$ cat config.mk
export PLATFORM = sky130hd
export DESIGN_NAME = uart_rx_tx_ring_buffers
export DESIGN_NICKNAME = d
export VERILOG_FILES = /design/src/rtl/core/uartrb_pkg.sv /design/src/rtl/core/uart_rx_tx_ring_buffers.sv
export SDC_FILE = /design/constraint.sdc
export NUM_CORES = 1
export LEC_CHECK = 0
export BUFFER_PORTS_ARGS = -buffer_cell sky130_fd_sc_hd__buf_2
export CAP_MARGIN = 20
export CELL_PAD_IN_SITES_DETAIL_PLACEMENT = 1
export CELL_PAD_IN_SITES_GLOBAL_PLACEMENT = 1
export CORE_ASPECT_RATIO = 0.7
export CORE_MARGIN = 5
export CORE_UTILIZATION = 50
export CTS_CLUSTER_DIAMETER = 150
export DETAILED_ROUTE_END_ITERATION = 7
export PLACE_DENSITY = 0.81
export SLEW_MARGIN = 20
export SYNTH_ARGS = -nofsm -noshare
export SYNTH_HDL_FRONTEND = slang
export SYNTH_SLANG_ARGS = --single-unit
$ cat constraint.sdc
create_clock -name clock -period 3.9 [get_ports clock]
set_clock_uncertainty 0.05 [all_clocks]
set_input_delay 0.195 -clock clock [delete_from_list [all_inputs] [get_ports clock]]
set_output_delay 0.195 -clock clock [all_outputs]
set_load 0.1 [all_outputs]
$ cat src/rtl/core/uartrb_pkg.sv
// ----------------------------------------------------------------------------
// uartrb_pkg
// Shared request codes and pipeline types for the serial port byte queues.
// ----------------------------------------------------------------------------
package uartrb_pkg;

   // request codes carried on req_type
   typedef enum logic [2:0] {
      REQ_RX_BYTE    = 3'd0,
      REQ_HOST_READ  = 3'd1,
      REQ_HOST_WRITE = 3'd2,
      REQ_TX_READY   = 3'd3,
      REQ_RX_FLUSH   = 3'd4
   } req_code_type;

   // width of the status count fields
   localparam int unsigned CountWidth = 6;

   // bookkeeping of a word between memory access and response register
   typedef struct packed {
      logic valid;
      logic pop_rx;
      logic pop_tx;
      logic accepted;
   } stage_type;

endpackage

$ cat src/rtl/core/uart_rx_tx_ring_buffers.sv
// ----------------------------------------------------------------------------
// uart_rx_tx_ring_buffers
// Receive and transmit byte rings for a serial port, one spare slot each.
// An accepted request word is held in stage one (s1_ff), then moves into the
// response register behind rsp_valid. Throughput: one request word per cycle
// while no response stall holds stage one; each word makes at most one access
// to one ring memory (single port, registered read); pointers are flip-flops.
// Reset: pointers, transmit interrupt enable and pipeline valids are cleared;
// the ring memories are not cleared and need no clearing pass.
// ----------------------------------------------------------------------------
module uart_rx_tx_ring_buffers
   import uartrb_pkg::*;
#(
   parameter int unsigned RX_CAPACITY = 63,
   parameter int unsigned TX_CAPACITY = 63
) (
   input  logic                  clock,
   input  logic                  reset,
   // request channel
   input  logic                  req_valid,
   output logic                  req_stall,
   input  logic [2:0]            req_type,
   input  logic [7:0]            req_data_in,
   // response channel
   output logic                  rsp_valid,
   input  logic                  rsp_stall,
   output logic [7:0]            rsp_data_out,
   output logic                  rsp_data_valid,
   output logic                  rsp_accepted,
   output logic [CountWidth-1:0] rsp_rx_free,
   output logic [CountWidth-1:0] rsp_rx_used,
   output logic                  rsp_tx_irq_on
);

   localparam int unsigned RxSlots = RX_CAPACITY + 1;
   localparam int unsigned TxSlots = TX_CAPACITY + 1;
   localparam int unsigned RxPw    = $clog2(RxSlots);
   localparam int unsigned TxPw    = $clog2(TxSlots);
   localparam logic [RxPw-1:0] RxLast = RxPw'(RxSlots - 1);
   localparam logic [TxPw-1:0] TxLast = TxPw'(TxSlots - 1);

   // ring storage
   logic [7:0] rx_mem [RxSlots];
   logic [7:0] tx_mem [TxSlots];
   logic [7:0] rx_rd_ff;
   logic [7:0] tx_rd_ff;

   // pointers and enable
   logic [RxPw-1:0] rx_head_ff, rx_head_in, rx_tail_ff, rx_tail_in;
   logic [TxPw-1:0] tx_head_ff, tx_head_in, tx_tail_ff, tx_tail_in;
   logic            tx_irq_ff, tx_irq_in;

   // pipeline
   stage_type s1_ff, s1_in;
   logic      rsp_valid_ff;
   logic [7:0] rsp_data_ff;
   logic      rsp_dvalid_ff, rsp_acc_ff, rsp_irq_ff;
   logic [CountWidth-1:0] rsp_free_ff, rsp_used_ff;

   logic req_take, advance;
   logic rx_we, rx_re, tx_we, tx_re;
   logic [RxPw-1:0] rx_head_nxt, rx_tail_nxt;
   logic [TxPw-1:0] tx_head_nxt, tx_tail_nxt;
   logic [8:0] rx_used9, rx_free9;

   // handshake: stage one moves on when the response register is empty or taken
   assign advance   = !rsp_valid_ff || !rsp_stall;
   assign req_stall = s1_ff.valid && !advance;
   assign req_take  = req_valid && !req_stall;

   // ring pointer successors
   assign rx_head_nxt = (rx_head_ff == RxLast) ? '0 : rx_head_ff + 1'b1;
   assign rx_tail_nxt = (rx_tail_ff == RxLast) ? '0 : rx_tail_ff + 1'b1;
   assign tx_head_nxt = (tx_head_ff == TxLast) ? '0 : tx_head_ff + 1'b1;
   assign tx_tail_nxt = (tx_tail_ff == TxLast) ? '0 : tx_tail_ff + 1'b1;

   // request decode and pointer update
   always_comb begin
      rx_head_in = rx_head_ff;
      rx_tail_in = rx_tail_ff;
      tx_head_in = tx_head_ff;
      tx_tail_in = tx_tail_ff;
      tx_irq_in  = tx_irq_ff;
      rx_we = 1'b0;
      rx_re = 1'b0;
      tx_we = 1'b0;
      tx_re = 1'b0;
      s1_in = '0;
      s1_in.valid = req_take;
      if (req_take) begin
         case (req_type)
            REQ_RX_BYTE: begin
               if (rx_head_nxt != rx_tail_ff) begin
                  rx_we          = 1'b1;
                  rx_head_in     = rx_head_nxt;
                  s1_in.accepted = 1'b1;
               end
            end
            REQ_HOST_READ: begin
               if (rx_head_ff != rx_tail_ff) begin
                  rx_re        = 1'b1;
                  rx_tail_in   = rx_tail_nxt;
                  s1_in.pop_rx = 1'b1;
               end
            end
            REQ_HOST_WRITE: begin
               if (tx_head_nxt != tx_tail_ff) begin
                  tx_we          = 1'b1;
                  tx_head_in     = tx_head_nxt;
                  s1_in.accepted = 1'b1;
               end
               tx_irq_in = 1'b1;
            end
            REQ_TX_READY: begin
               if (tx_tail_ff != tx_head_ff) begin
                  tx_re        = 1'b1;
                  tx_tail_in   = tx_tail_nxt;
                  s1_in.pop_tx = 1'b1;
               end else begin
                  tx_irq_in = 1'b0;
               end
            end
            REQ_RX_FLUSH: begin
               rx_tail_in = rx_head_ff;
            end
            default: begin
            end
         endcase
      end
   end

   // receive ring memory
   always_ff @(posedge clock) begin
      if (rx_we) begin
         rx_mem[rx_head_ff] <= req_data_in;
      end
      if (rx_re) begin
         rx_rd_ff <= rx_mem[rx_tail_ff];
      end
   end

   // transmit ring memory
   always_ff @(posedge clock) begin
      if (tx_we) begin
         tx_mem[tx_head_ff] <= req_data_in;
      end
      if (tx_re) begin
         tx_rd_ff <= tx_mem[tx_tail_ff];
      end
   end

   // control state
   always_ff @(posedge clock) begin
      if (reset) begin
         rx_head_ff <= '0;
         rx_tail_ff <= '0;
         tx_head_ff <= '0;
         tx_tail_ff <= '0;
         tx_irq_ff  <= 1'b0;
      end else begin
         rx_head_ff <= rx_head_in;
         rx_tail_ff <= rx_tail_in;
         tx_head_ff <= tx_head_in;
         tx_tail_ff <= tx_tail_in;
         tx_irq_ff  <= tx_irq_in;
      end
   end

   // stage one: pointers already hold the post-step values here
   always_ff @(posedge clock) begin
      if (reset) begin
         s1_ff <= '0;
      end else if (req_take) begin
         s1_ff <= s1_in;
      end else if (advance) begin
         s1_ff <= '0;
      end
   end

   // receive fill count and free space
   always_comb begin
      logic [8:0] head9;
      logic [8:0] tail9;
      head9 = 9'(rx_head_ff);
      tail9 = 9'(rx_tail_ff);
      if (head9 >= tail9) begin
         rx_used9 = head9 - tail9;
      end else begin
         rx_used9 = head9 + 9'(RxSlots) - tail9;
      end
      rx_free9 = 9'(RX_CAPACITY) - rx_used9;
   end

   // response register
   always_ff @(posedge clock) begin
      if (reset) begin
         rsp_valid_ff <= 1'b0;
      end else if (advance) begin
         rsp_valid_ff <= s1_ff.valid;
      end
   end

   always_ff @(posedge clock) begin
      if (advance && s1_ff.valid) begin
         if (s1_ff.pop_rx) begin
            rsp_data_ff <= rx_rd_ff;
         end else if (s1_ff.pop_tx) begin
            rsp_data_ff <= tx_rd_ff;
         end else begin
            rsp_data_ff <= '0;
         end
         rsp_dvalid_ff <= s1_ff.pop_rx || s1_ff.pop_tx;
         rsp_acc_ff    <= s1_ff.accepted;
         rsp_free_ff   <= rx_free9[CountWidth-1:0];
         rsp_used_ff   <= rx_used9[CountWidth-1:0];
         rsp_irq_ff    <= tx_irq_ff;
      end
   end

   assign rsp_valid      = rsp_valid_ff;
   assign rsp_data_out   = rsp_data_ff;
   assign rsp_data_valid = rsp_dvalid_ff;
   assign rsp_accepted   = rsp_acc_ff;
   assign rsp_rx_free    = rsp_free_ff;
   assign rsp_rx_used    = rsp_used_ff;
   assign rsp_tx_irq_on  = rsp_irq_ff;

   // checks
   a_rx_not_overfull: assert property (@(posedge clock) disable iff (reset)
      rx_used9 <= 9'(RX_CAPACITY))
      else $error("receive ring holds more than its capacity");

   a_counts_sum: assert property (@(posedge clock) disable iff (reset)
      rsp_valid_ff |->
         CountWidth'(rsp_used_ff + rsp_free_ff) == CountWidth'(RX_CAPACITY))
      else $error("receive free and used counts disagree");

   a_no_pop_zero: assert property (@(posedge clock) disable iff (reset)
      (rsp_valid_ff && !rsp_dvalid_ff) |-> rsp_data_ff == '0)
      else $error("data shown without a popped byte");

   a_push_pop_excl: assert property (@(posedge clock) disable iff (reset)
      s1_ff.valid |-> !(s1_ff.accepted && (s1_ff.pop_rx || s1_ff.pop_tx)))
      else $error("one word both pushed and popped");

endmodule

# After elaboration in Yosys (flattened, before gate mapping)
# Memories as Yosys holds them, arrays and structs flattened. A register that Yosys moved wholly into a read port is not among the register bits.
# Cells that the tools add are included.
op_classes:
  magnitude_cmp: 1
  eq_ne: 14
  n_addsub: 8
  reduce_logical: 18
  mux: 30
ops:
  columns: ["cell", "count"]
  rows:
  - ["$mux W6", 6]
  - ["$add A6 B1 Y6 const B", 5]
  - ["$eq A6 B6 Y1 const B", 4]
  - ["$ne A6 B6 Y1", 4]
  - ["$mux W1", 17]
  - ["$mux W8", 2]
  - ["$reduce_and A3 Y1", 5]
  - ["$pmux W6 S2", 1]
  - ["$sub A6 B6 Y6", 2]
  - ["$mux W4", 2]
  - ["$eq A3 B2 Y1 const B", 2]
  - ["$ge A6 B6 Y1", 1]
  - ["$reduce_bool A2 Y1", 3]
  - ["$sub A6 B6 Y6 const A", 1]
  - ["$logic_not A1 Y1", 4]
  - ["$ne A2 B2 Y1 const B", 2]
  - ["$pmux W1 S2", 2]
  - ["$eq A3 B1 Y1 const B", 1]
  - ["$eq A3 B3 Y1 const B", 1]
  - ["$logic_and A1 B1 Y1", 3]
  - ["$logic_not A3 Y1", 1]
  - ["$logic_or A1 B1 Y1", 2]
totals:
  wordCells: 89
  mem_count: 2
  out_inout_bits: 25
  ff_bits: 53
  ram_bits: 1024
mem_list:
  columns: ["memory", "depth", "width", "read_ports", "rd_ports_with_merged_regs", "wr", "line_no", "source"]
  rows:
  - ["rx_mem", 64, 8, 1, 1, 1, "uart_rx_tx_ring_buffers.sv:43", "logic [7:0] rx_mem [RxSlots];"]
  - ["tx_mem", 64, 8, 1, 1, 1, "uart_rx_tx_ring_buffers.sv:44", "logic [7:0] tx_mem [TxSlots];"]

# Longest topological paths before layout
logic_depth:
  depth_word: 9
  ltp_mapped: 12
  depth_no_buf: 8

# Worst setup path before layout
# OpenSTA, ideal clock, no wires.
synth_timing:
  path_kind: "reg-to-reg"
  startpoint: "reg rx_tail_ff[2]"
  endpoint: "reg rx_tail_ff[2]"
  t_arrival_ps: 3631
  path_slack_ps: 148
  period_less_slack_ps: 3752
  stages_incl_launch_ff: 13
  path_buffers: 4
  path_cell_list: "dfxtp_1 buf_2 buf_2 buf_1 buf_1 inv_1 ha_1 nand2_1 nor2_1 nor4_1 a31oi_1 or2_2 a21oi_1"
synth_between:
  elab_chain_cells: 4
  word_cells_on_any_way: 8
  cone_classes: "add/sub: 1; eq/ne: 3; mux: 3; reduce/logical: 1"
synth_rtl:
  columns: ["element", "line_no", "source"]
  rows:
  - ["start: declaration", "uart_rx_tx_ring_buffers.sv:49", "logic [RxPw-1:0] rx_head_ff, rx_head_in, rx_tail_ff, rx_tail_in;"]
  - ["start signal: assignment", "uart_rx_tx_ring_buffers.sv:162", "rx_tail_ff <= rx_tail_in;"]
  - ["$add A6 B1 Y6 / $eq A6 B6 Y1 (equally long branches)", "uart_rx_tx_ring_buffers.sv:73", "assign rx_tail_nxt = (rx_tail_ff == RxLast) ? '0 : rx_tail_ff + 1'b1;"]
  - ["$mux W6", "uart_rx_tx_ring_buffers.sv:73", null]
  - ["$mux W6", "uart_rx_tx_ring_buffers.sv:100", "if (rx_head_ff != rx_tail_ff) begin"]
  - ["$pmux W6 S2", "uart_rx_tx_ring_buffers.sv:91", "case (req_type)"]
# Several ways; a longest one is shown, not always the timed one. The select of a mux whose other input is x is not followed.
# A chain may end at the register's enable or synchronous reset.

# Final worst setup path
layout_timing:
  startpoint: "reg rx_head_ff[0]"
  endpoint: "mem rx_mem[6][0] (enable)"
layout_between:
  elab_chain_cells: 8
  word_cells_on_any_way: 9
  cone_classes: "add/sub: 1; eq/ne: 2; mux: 6"
layout_rtl:
  columns: ["element", "line_no", "source"]
  rows:
  - ["start: declaration", "uart_rx_tx_ring_buffers.sv:49", null]
  - ["start signal: assignment", "uart_rx_tx_ring_buffers.sv:161", "rx_head_ff <= rx_head_in;"]
  - ["$add A6 B1 Y6 / $eq A6 B6 Y1 (equally long branches)", "uart_rx_tx_ring_buffers.sv:72", "assign rx_head_nxt = (rx_head_ff == RxLast) ? '0 : rx_head_ff + 1'b1;"]
  - ["$mux W6", "uart_rx_tx_ring_buffers.sv:72", null]
  - ["$ne A6 B6 Y1", "uart_rx_tx_ring_buffers.sv:93", "if (rx_head_nxt != rx_tail_ff) begin"]
  - ["$mux W1", "uart_rx_tx_ring_buffers.sv:93", null]
  - ["$mux W1", "uart_rx_tx_ring_buffers.sv:91", null]
  - ["$mux W1", "uart_rx_tx_ring_buffers.sv:90", "if (req_take) begin"]
  - ["$mux W1", "uart_rx_tx_ring_buffers.sv:134", "if (rx_we) begin"]
  - ["$mux W1 (not written as such)", "uart_rx_tx_ring_buffers.sv:135", "rx_mem[rx_head_ff] <= req_data_in;"]
  - ["end: declaration", "uart_rx_tx_ring_buffers.sv:43", null]
# Several ways; a longest one is shown, not always the timed one.

==> Implementation_results.wiki <==
{| class="wikitable"
! Metric !! Value
|-
| CP Data Required Time || 4.18 ns
|-
| Net count after synthesis || 2079
|-
| Number of nets in the layout || about 2200
|-
| Outcome || completed
|-
| Reported max-cap violation count || 0
|-
| Number of DRC violations after detailed routing || 0
|-
| Hold path startpoint || req_type[2]
|-
| Post-synthesis simple-gate area fraction || between 3 and 4%
|-
| Portion of the post-synthesis area used by sequential elements || about three quarters
|-
| Total net switching power || a little under 0.005 W
|-
| Final RePlAce weighted congestion || ~0.88
|-
| Reg-to-reg setup timing slack || around 0.11 ns
|-
| Post-route worst hold slack || approximately 0.074 ns
|-
| Post-Synthesis Cell Area || between 40000 and 50000 um2
|-
| Delay contributed by the slowest stage of the critical path || roughly 0.75 ns
|-
| Gr ovfl total || 0
|-
| Most used flip-flop cell after synthesis || sky130_fd_sc_hd__edfxtp_1
|-
| Critical Path AT || 4.07 ns
|-
| Final setup viols || 0
|-
| Crit path max-delay cell type || sky130_fd_sc_hd__o211ai_2
|-
| TritonCTS clock tree || done
|-
| Post-synth top area cell || sky130_fd_sc_hd__edfxtp_1
|-
| Most area-consuming cells after synthesis || sky130_fd_sc_hd__edfxtp_1 74%, sky130_fd_sc_hd__mux4_2 16%, sky130_fd_sc_hd__dfxtp_1 1.4%
|-
| Shortest clock period the worst path allows after layout || 3.79 ns
|-
| Number of storage elements in the synthesis netlist || around 1100
|-
| Die outline height || 256 um
|-
| VDD IR-drop max || about 0.33 mV
|-
| Synthesized-area fraction occupied by adder cells || 0.335%
|-
| Type of element launching the critical path || flop
|-
| Routed wire per std cell || about 32 um
|-
| Multiplexer area fraction after synthesis || 16.8%
|-
| Share of total power in combinational logic || under 10%
|-
| Setup tns final || 0 ns
|-
| Total number of clock tree sinks || between 1000 and 1500
|-
| Startpoint of the worst register-to-register path || rx_head_ff[0]
|-
| Unrepaired setup endpoints after global routing || yes
|-
| Vias/cell || approximately 6.4
|-
| HPWL after DPL || 69.8 mm
|-
| GRT Total Usage || a little under a quarter
|-
| Portion of synthesized cell area occupied by the leading cell type || 73.7%
|-
| Number of buffers between clock root and the deepest sink || 3
|-
| Iter 0 DRT Violations || between 3000 and 4000
|-
| Cell internal power dissipation || ~0.019 W
|-
| Buffer count from post-CTS setup fixing || 0
|-
| Highest-count cells in the layout ignoring fill and taps || 1063 x sky130_fd_sc_hd__edfxtp_1, 305 x sky130_fd_sc_hd__mux4_2, 147 x sky130_fd_sc_hd__buf_4, 108 x sky130_fd_sc_hd__nor2_1, 103 x sky130_fd_sc_hd__clkbuf_16
|-
| Initial standard-cell utilization of the core || between 50% and 60%
|-
| HP Class || primary input to flop
|-
| Power density over the cells || ~480 nW/um2
|-
| Gate Count Post-Synth || ~2000
|-
| Critical path class || flop to flop
|-
| DP Area || around 46000 um2
|-
| Sequential share of power || a little over half
|-
| Hold path cells || 5
|-
| Summed area of non-filler cells in the final layout || roughly 49000 um2
|-
| Number of enable flip-flop cells after synthesis || between 1000 and 1500
|-
| Compound-cell area share of the yosys netlist || approximately 2.2%
|-
| First-pass GRT wire length || roughly 160 mm
|-
| Cell count after placement || between 3000 and 4000
|-
| Number of rows created at floorplan || 90
|-
| Routed Wire Length || 111 mm
|-
| Relative contribution of the clock network to total power || 42.9%
|-
| Number of buffers created by CTS || about 100
|-
| Proportion of layout cells with a drive suffix above 1 || 29.9%
|-
| Average instance area after synthesis || approximately 21 um2
|-
| Most common cell after layout, fill and taps aside || sky130_fd_sc_hd__edfxtp_1
|-
| Main combinational cell family by area after synthesis || multiplexers
|-
| Critical Path Sink Type || flop
|-
| Vias || about 22000
|-
| Maximum number of pins on one net before global-route repair || about 130
|-
| Worst-case hold path end point || rx_head_ff[4]
|-
| Tightest Pin Transition || between 1 and 1.5 ns
|-
| Net switching fraction of the power || roughly a fifth
|-
| Count of buffers from port buffering || 39
|-
| Max Freq || between 200 and 300 MHz
|-
| Final cycle utilization of the critical path || between 90% and 100%
|-
| # H-tree levels || 3
|-
| Worst R2R End || rx_mem[6][0]
|-
| Clock transition at the registers of the reported paths || ~0.060 ns
|-
| Remaining antenna violation count || 0
|-
| Synthesis Warnings || 0
|-
| Area Growth Syn to Fin || 13.7%
|-
| Antenna violations before repair || 7
|-
| Via count of the first global-routing pass || between 20000 and 25000
|-
| Count of endpoints failing hold in the final timing report || 0
|-
| Static leakage || between 15 and 20 nW
|-
| Fraction of synthesized cell area in xor and xnor cells || 0.344%
|-
| Router iterations before antenna repair || 6
|-
| Total I/O pin count || 40
|-
| Count of distinct cell types in the synthesized netlist || 68
|-
| Crit-path max FO || 12
|-
| Share of synthesized registers carrying an async set or reset || 0%
|-
| Area of the die || slightly above 90000 um2
|-
| Number of cells in the finished layout apart from fillers || ~3500
|-
| Slew HR || ~27%
|-
| Clock network latency to the later pin of the worst-skew pair || about 0.7 ns
|-
| Width of the die || between 300 and 400 um
|-
| Clock root buffer || sky130_fd_sc_hd__clkbuf_16
|-
| Number of cells on the worst reg-to-reg path || 7
|-
| Series of cell instances along the critical path || ha_1 -> and2_1 -> nand2_2 -> mux2_4 -> or4_4 -> o211ai_2 -> nor2_1
|-
| Core footprint || 86000 um2
|-
| Pins Over Slew Limit || 0
|}
state kept, by name, indices dropped and copies added (netlist names):
name / cells
rx_rd_ff: 8
rsp_data_valid: 1
rsp_rx_free: 6
tx_rd_ff: 8
rsp_accepted: 1
rsp_valid: 1
rsp_rx_used: 6
rsp_tx_irq_on: 1
rx_mem: 512
rsp_data_out: 8
tx_head_ff: 6
s1_ff: 4
rx_head_ff: 6
rx_tail_ff: 6
tx_mem: 512
tx_irq_ff: 1
tx_tail_ff: 6
worst max-delay path: cells and delay by family (launching register included):
family	cells	cell delay [ns]
compound gates	1	0.75
fa+ha+maj	1	0.38
flops	1	0.57
mux	1	0.32
simple gates	4	1.35
metrics by stage:
stage | setup WS, ns | utilization, % | total power (W)
2_1_floorplan | 0.148 | - | 0.0135
4_1_cts | 0.102 | 57.1 | 0.0240
3_3_place_gp | 0.257 | 53.0 | 0.0138
6_report | 0.109 | 57.2 | 0.0239
5_1_grt | -0.0215 | 57.2 | 0.0246
3_5_place_dp | 0.157 | 53.0 | 0.0139
cell families (layout without fill, tap and decap cells):
kind of cell             Yosys count  after routing
AO/OA/AOI/OAI                    137            137
XOR/XNOR                          17             17
adder cells (fa/ha/maj)           11             11
buffers and inverters            156            411
flip-flops                      1093           1093
multiplexers                     330            330
other                              0              2
AND/OR/NAND/NOR                  309            309
synthesized netlist by cell type, drive strengths merged, types with 13 or more instances:
cell    number
nand3       17
dfxtp       30
a31oi       13
nor2       109
clkbuf      49
nor2b       13
nor4        34
a22o        13
mux2i       14
nor3        22
mux4       313
inv         22
nand2       56
edfxtp    1063
buf         85
a21oi       38
o21ai       15
worst max-delay path by stage:
stage / from / end / slack, ns / cells past startpoint
4_1_cts: rx_head_ff[0] / rx_mem[45][3] / 0.10 / 7
3_5_place_dp: rx_head_ff[0] / rx_mem[45][3] / 0.16 / 7
2_1_floorplan: rx_tail_ff[2] / rx_tail_ff[2] / 0.15 / 12
6_report: rx_head_ff[0] / rx_mem[6][0] / 0.11 / 7
5_1_grt: tx_head_ff[1] / tx_mem[24][1] / -0.02 / 8
3_3_place_gp: rx_head_ff[0] / rx_mem[61][1] / 0.26 / 7
power groups by stage:
stage                     clock network (W)  logic, W  registers [W]
after CTS                            0.0104  0.000698         0.0129
final                                0.0102  0.000700         0.0129
after detailed placement                  0  0.000691         0.0132
after floorplan                           0  0.000261         0.0132
after global placement                    0  0.000657         0.0132
after global routing                 0.0110  0.000732         0.0129
metal layers:
metal	wire [um]	track usage, %	up-vias	part of all wire [%]
met5	22	0	-	0.020
met1	45000	35.6	11800	41
met3	12900	7.28	169	12
met4	2510	5.51	4	2.3
li1	-	-	8938	-
met2	50400	35.3	1366	45
layout make-up:
type                            instances  area (um2)
Clock buffer                          131        2730
Clock inverter                         59         718
Tap cell                             1150        1440
Multi-Input combinational cell        804       10100
Sequential cell                      1093       32500
Inverter                               22        82.6
Fill cell                            7322       36800
Timing Repair Buffer                  199        1570
Antenna cell                            2        5.00
repair_timing:
action                                  4_1_cts  5_1_grt
resized for setup                             0        2
endpoints found under the setup margin        0       18
hold endpoints to repair                     97        0
hold buffers                                 10        0
Power figures use the tool's default switching activity.
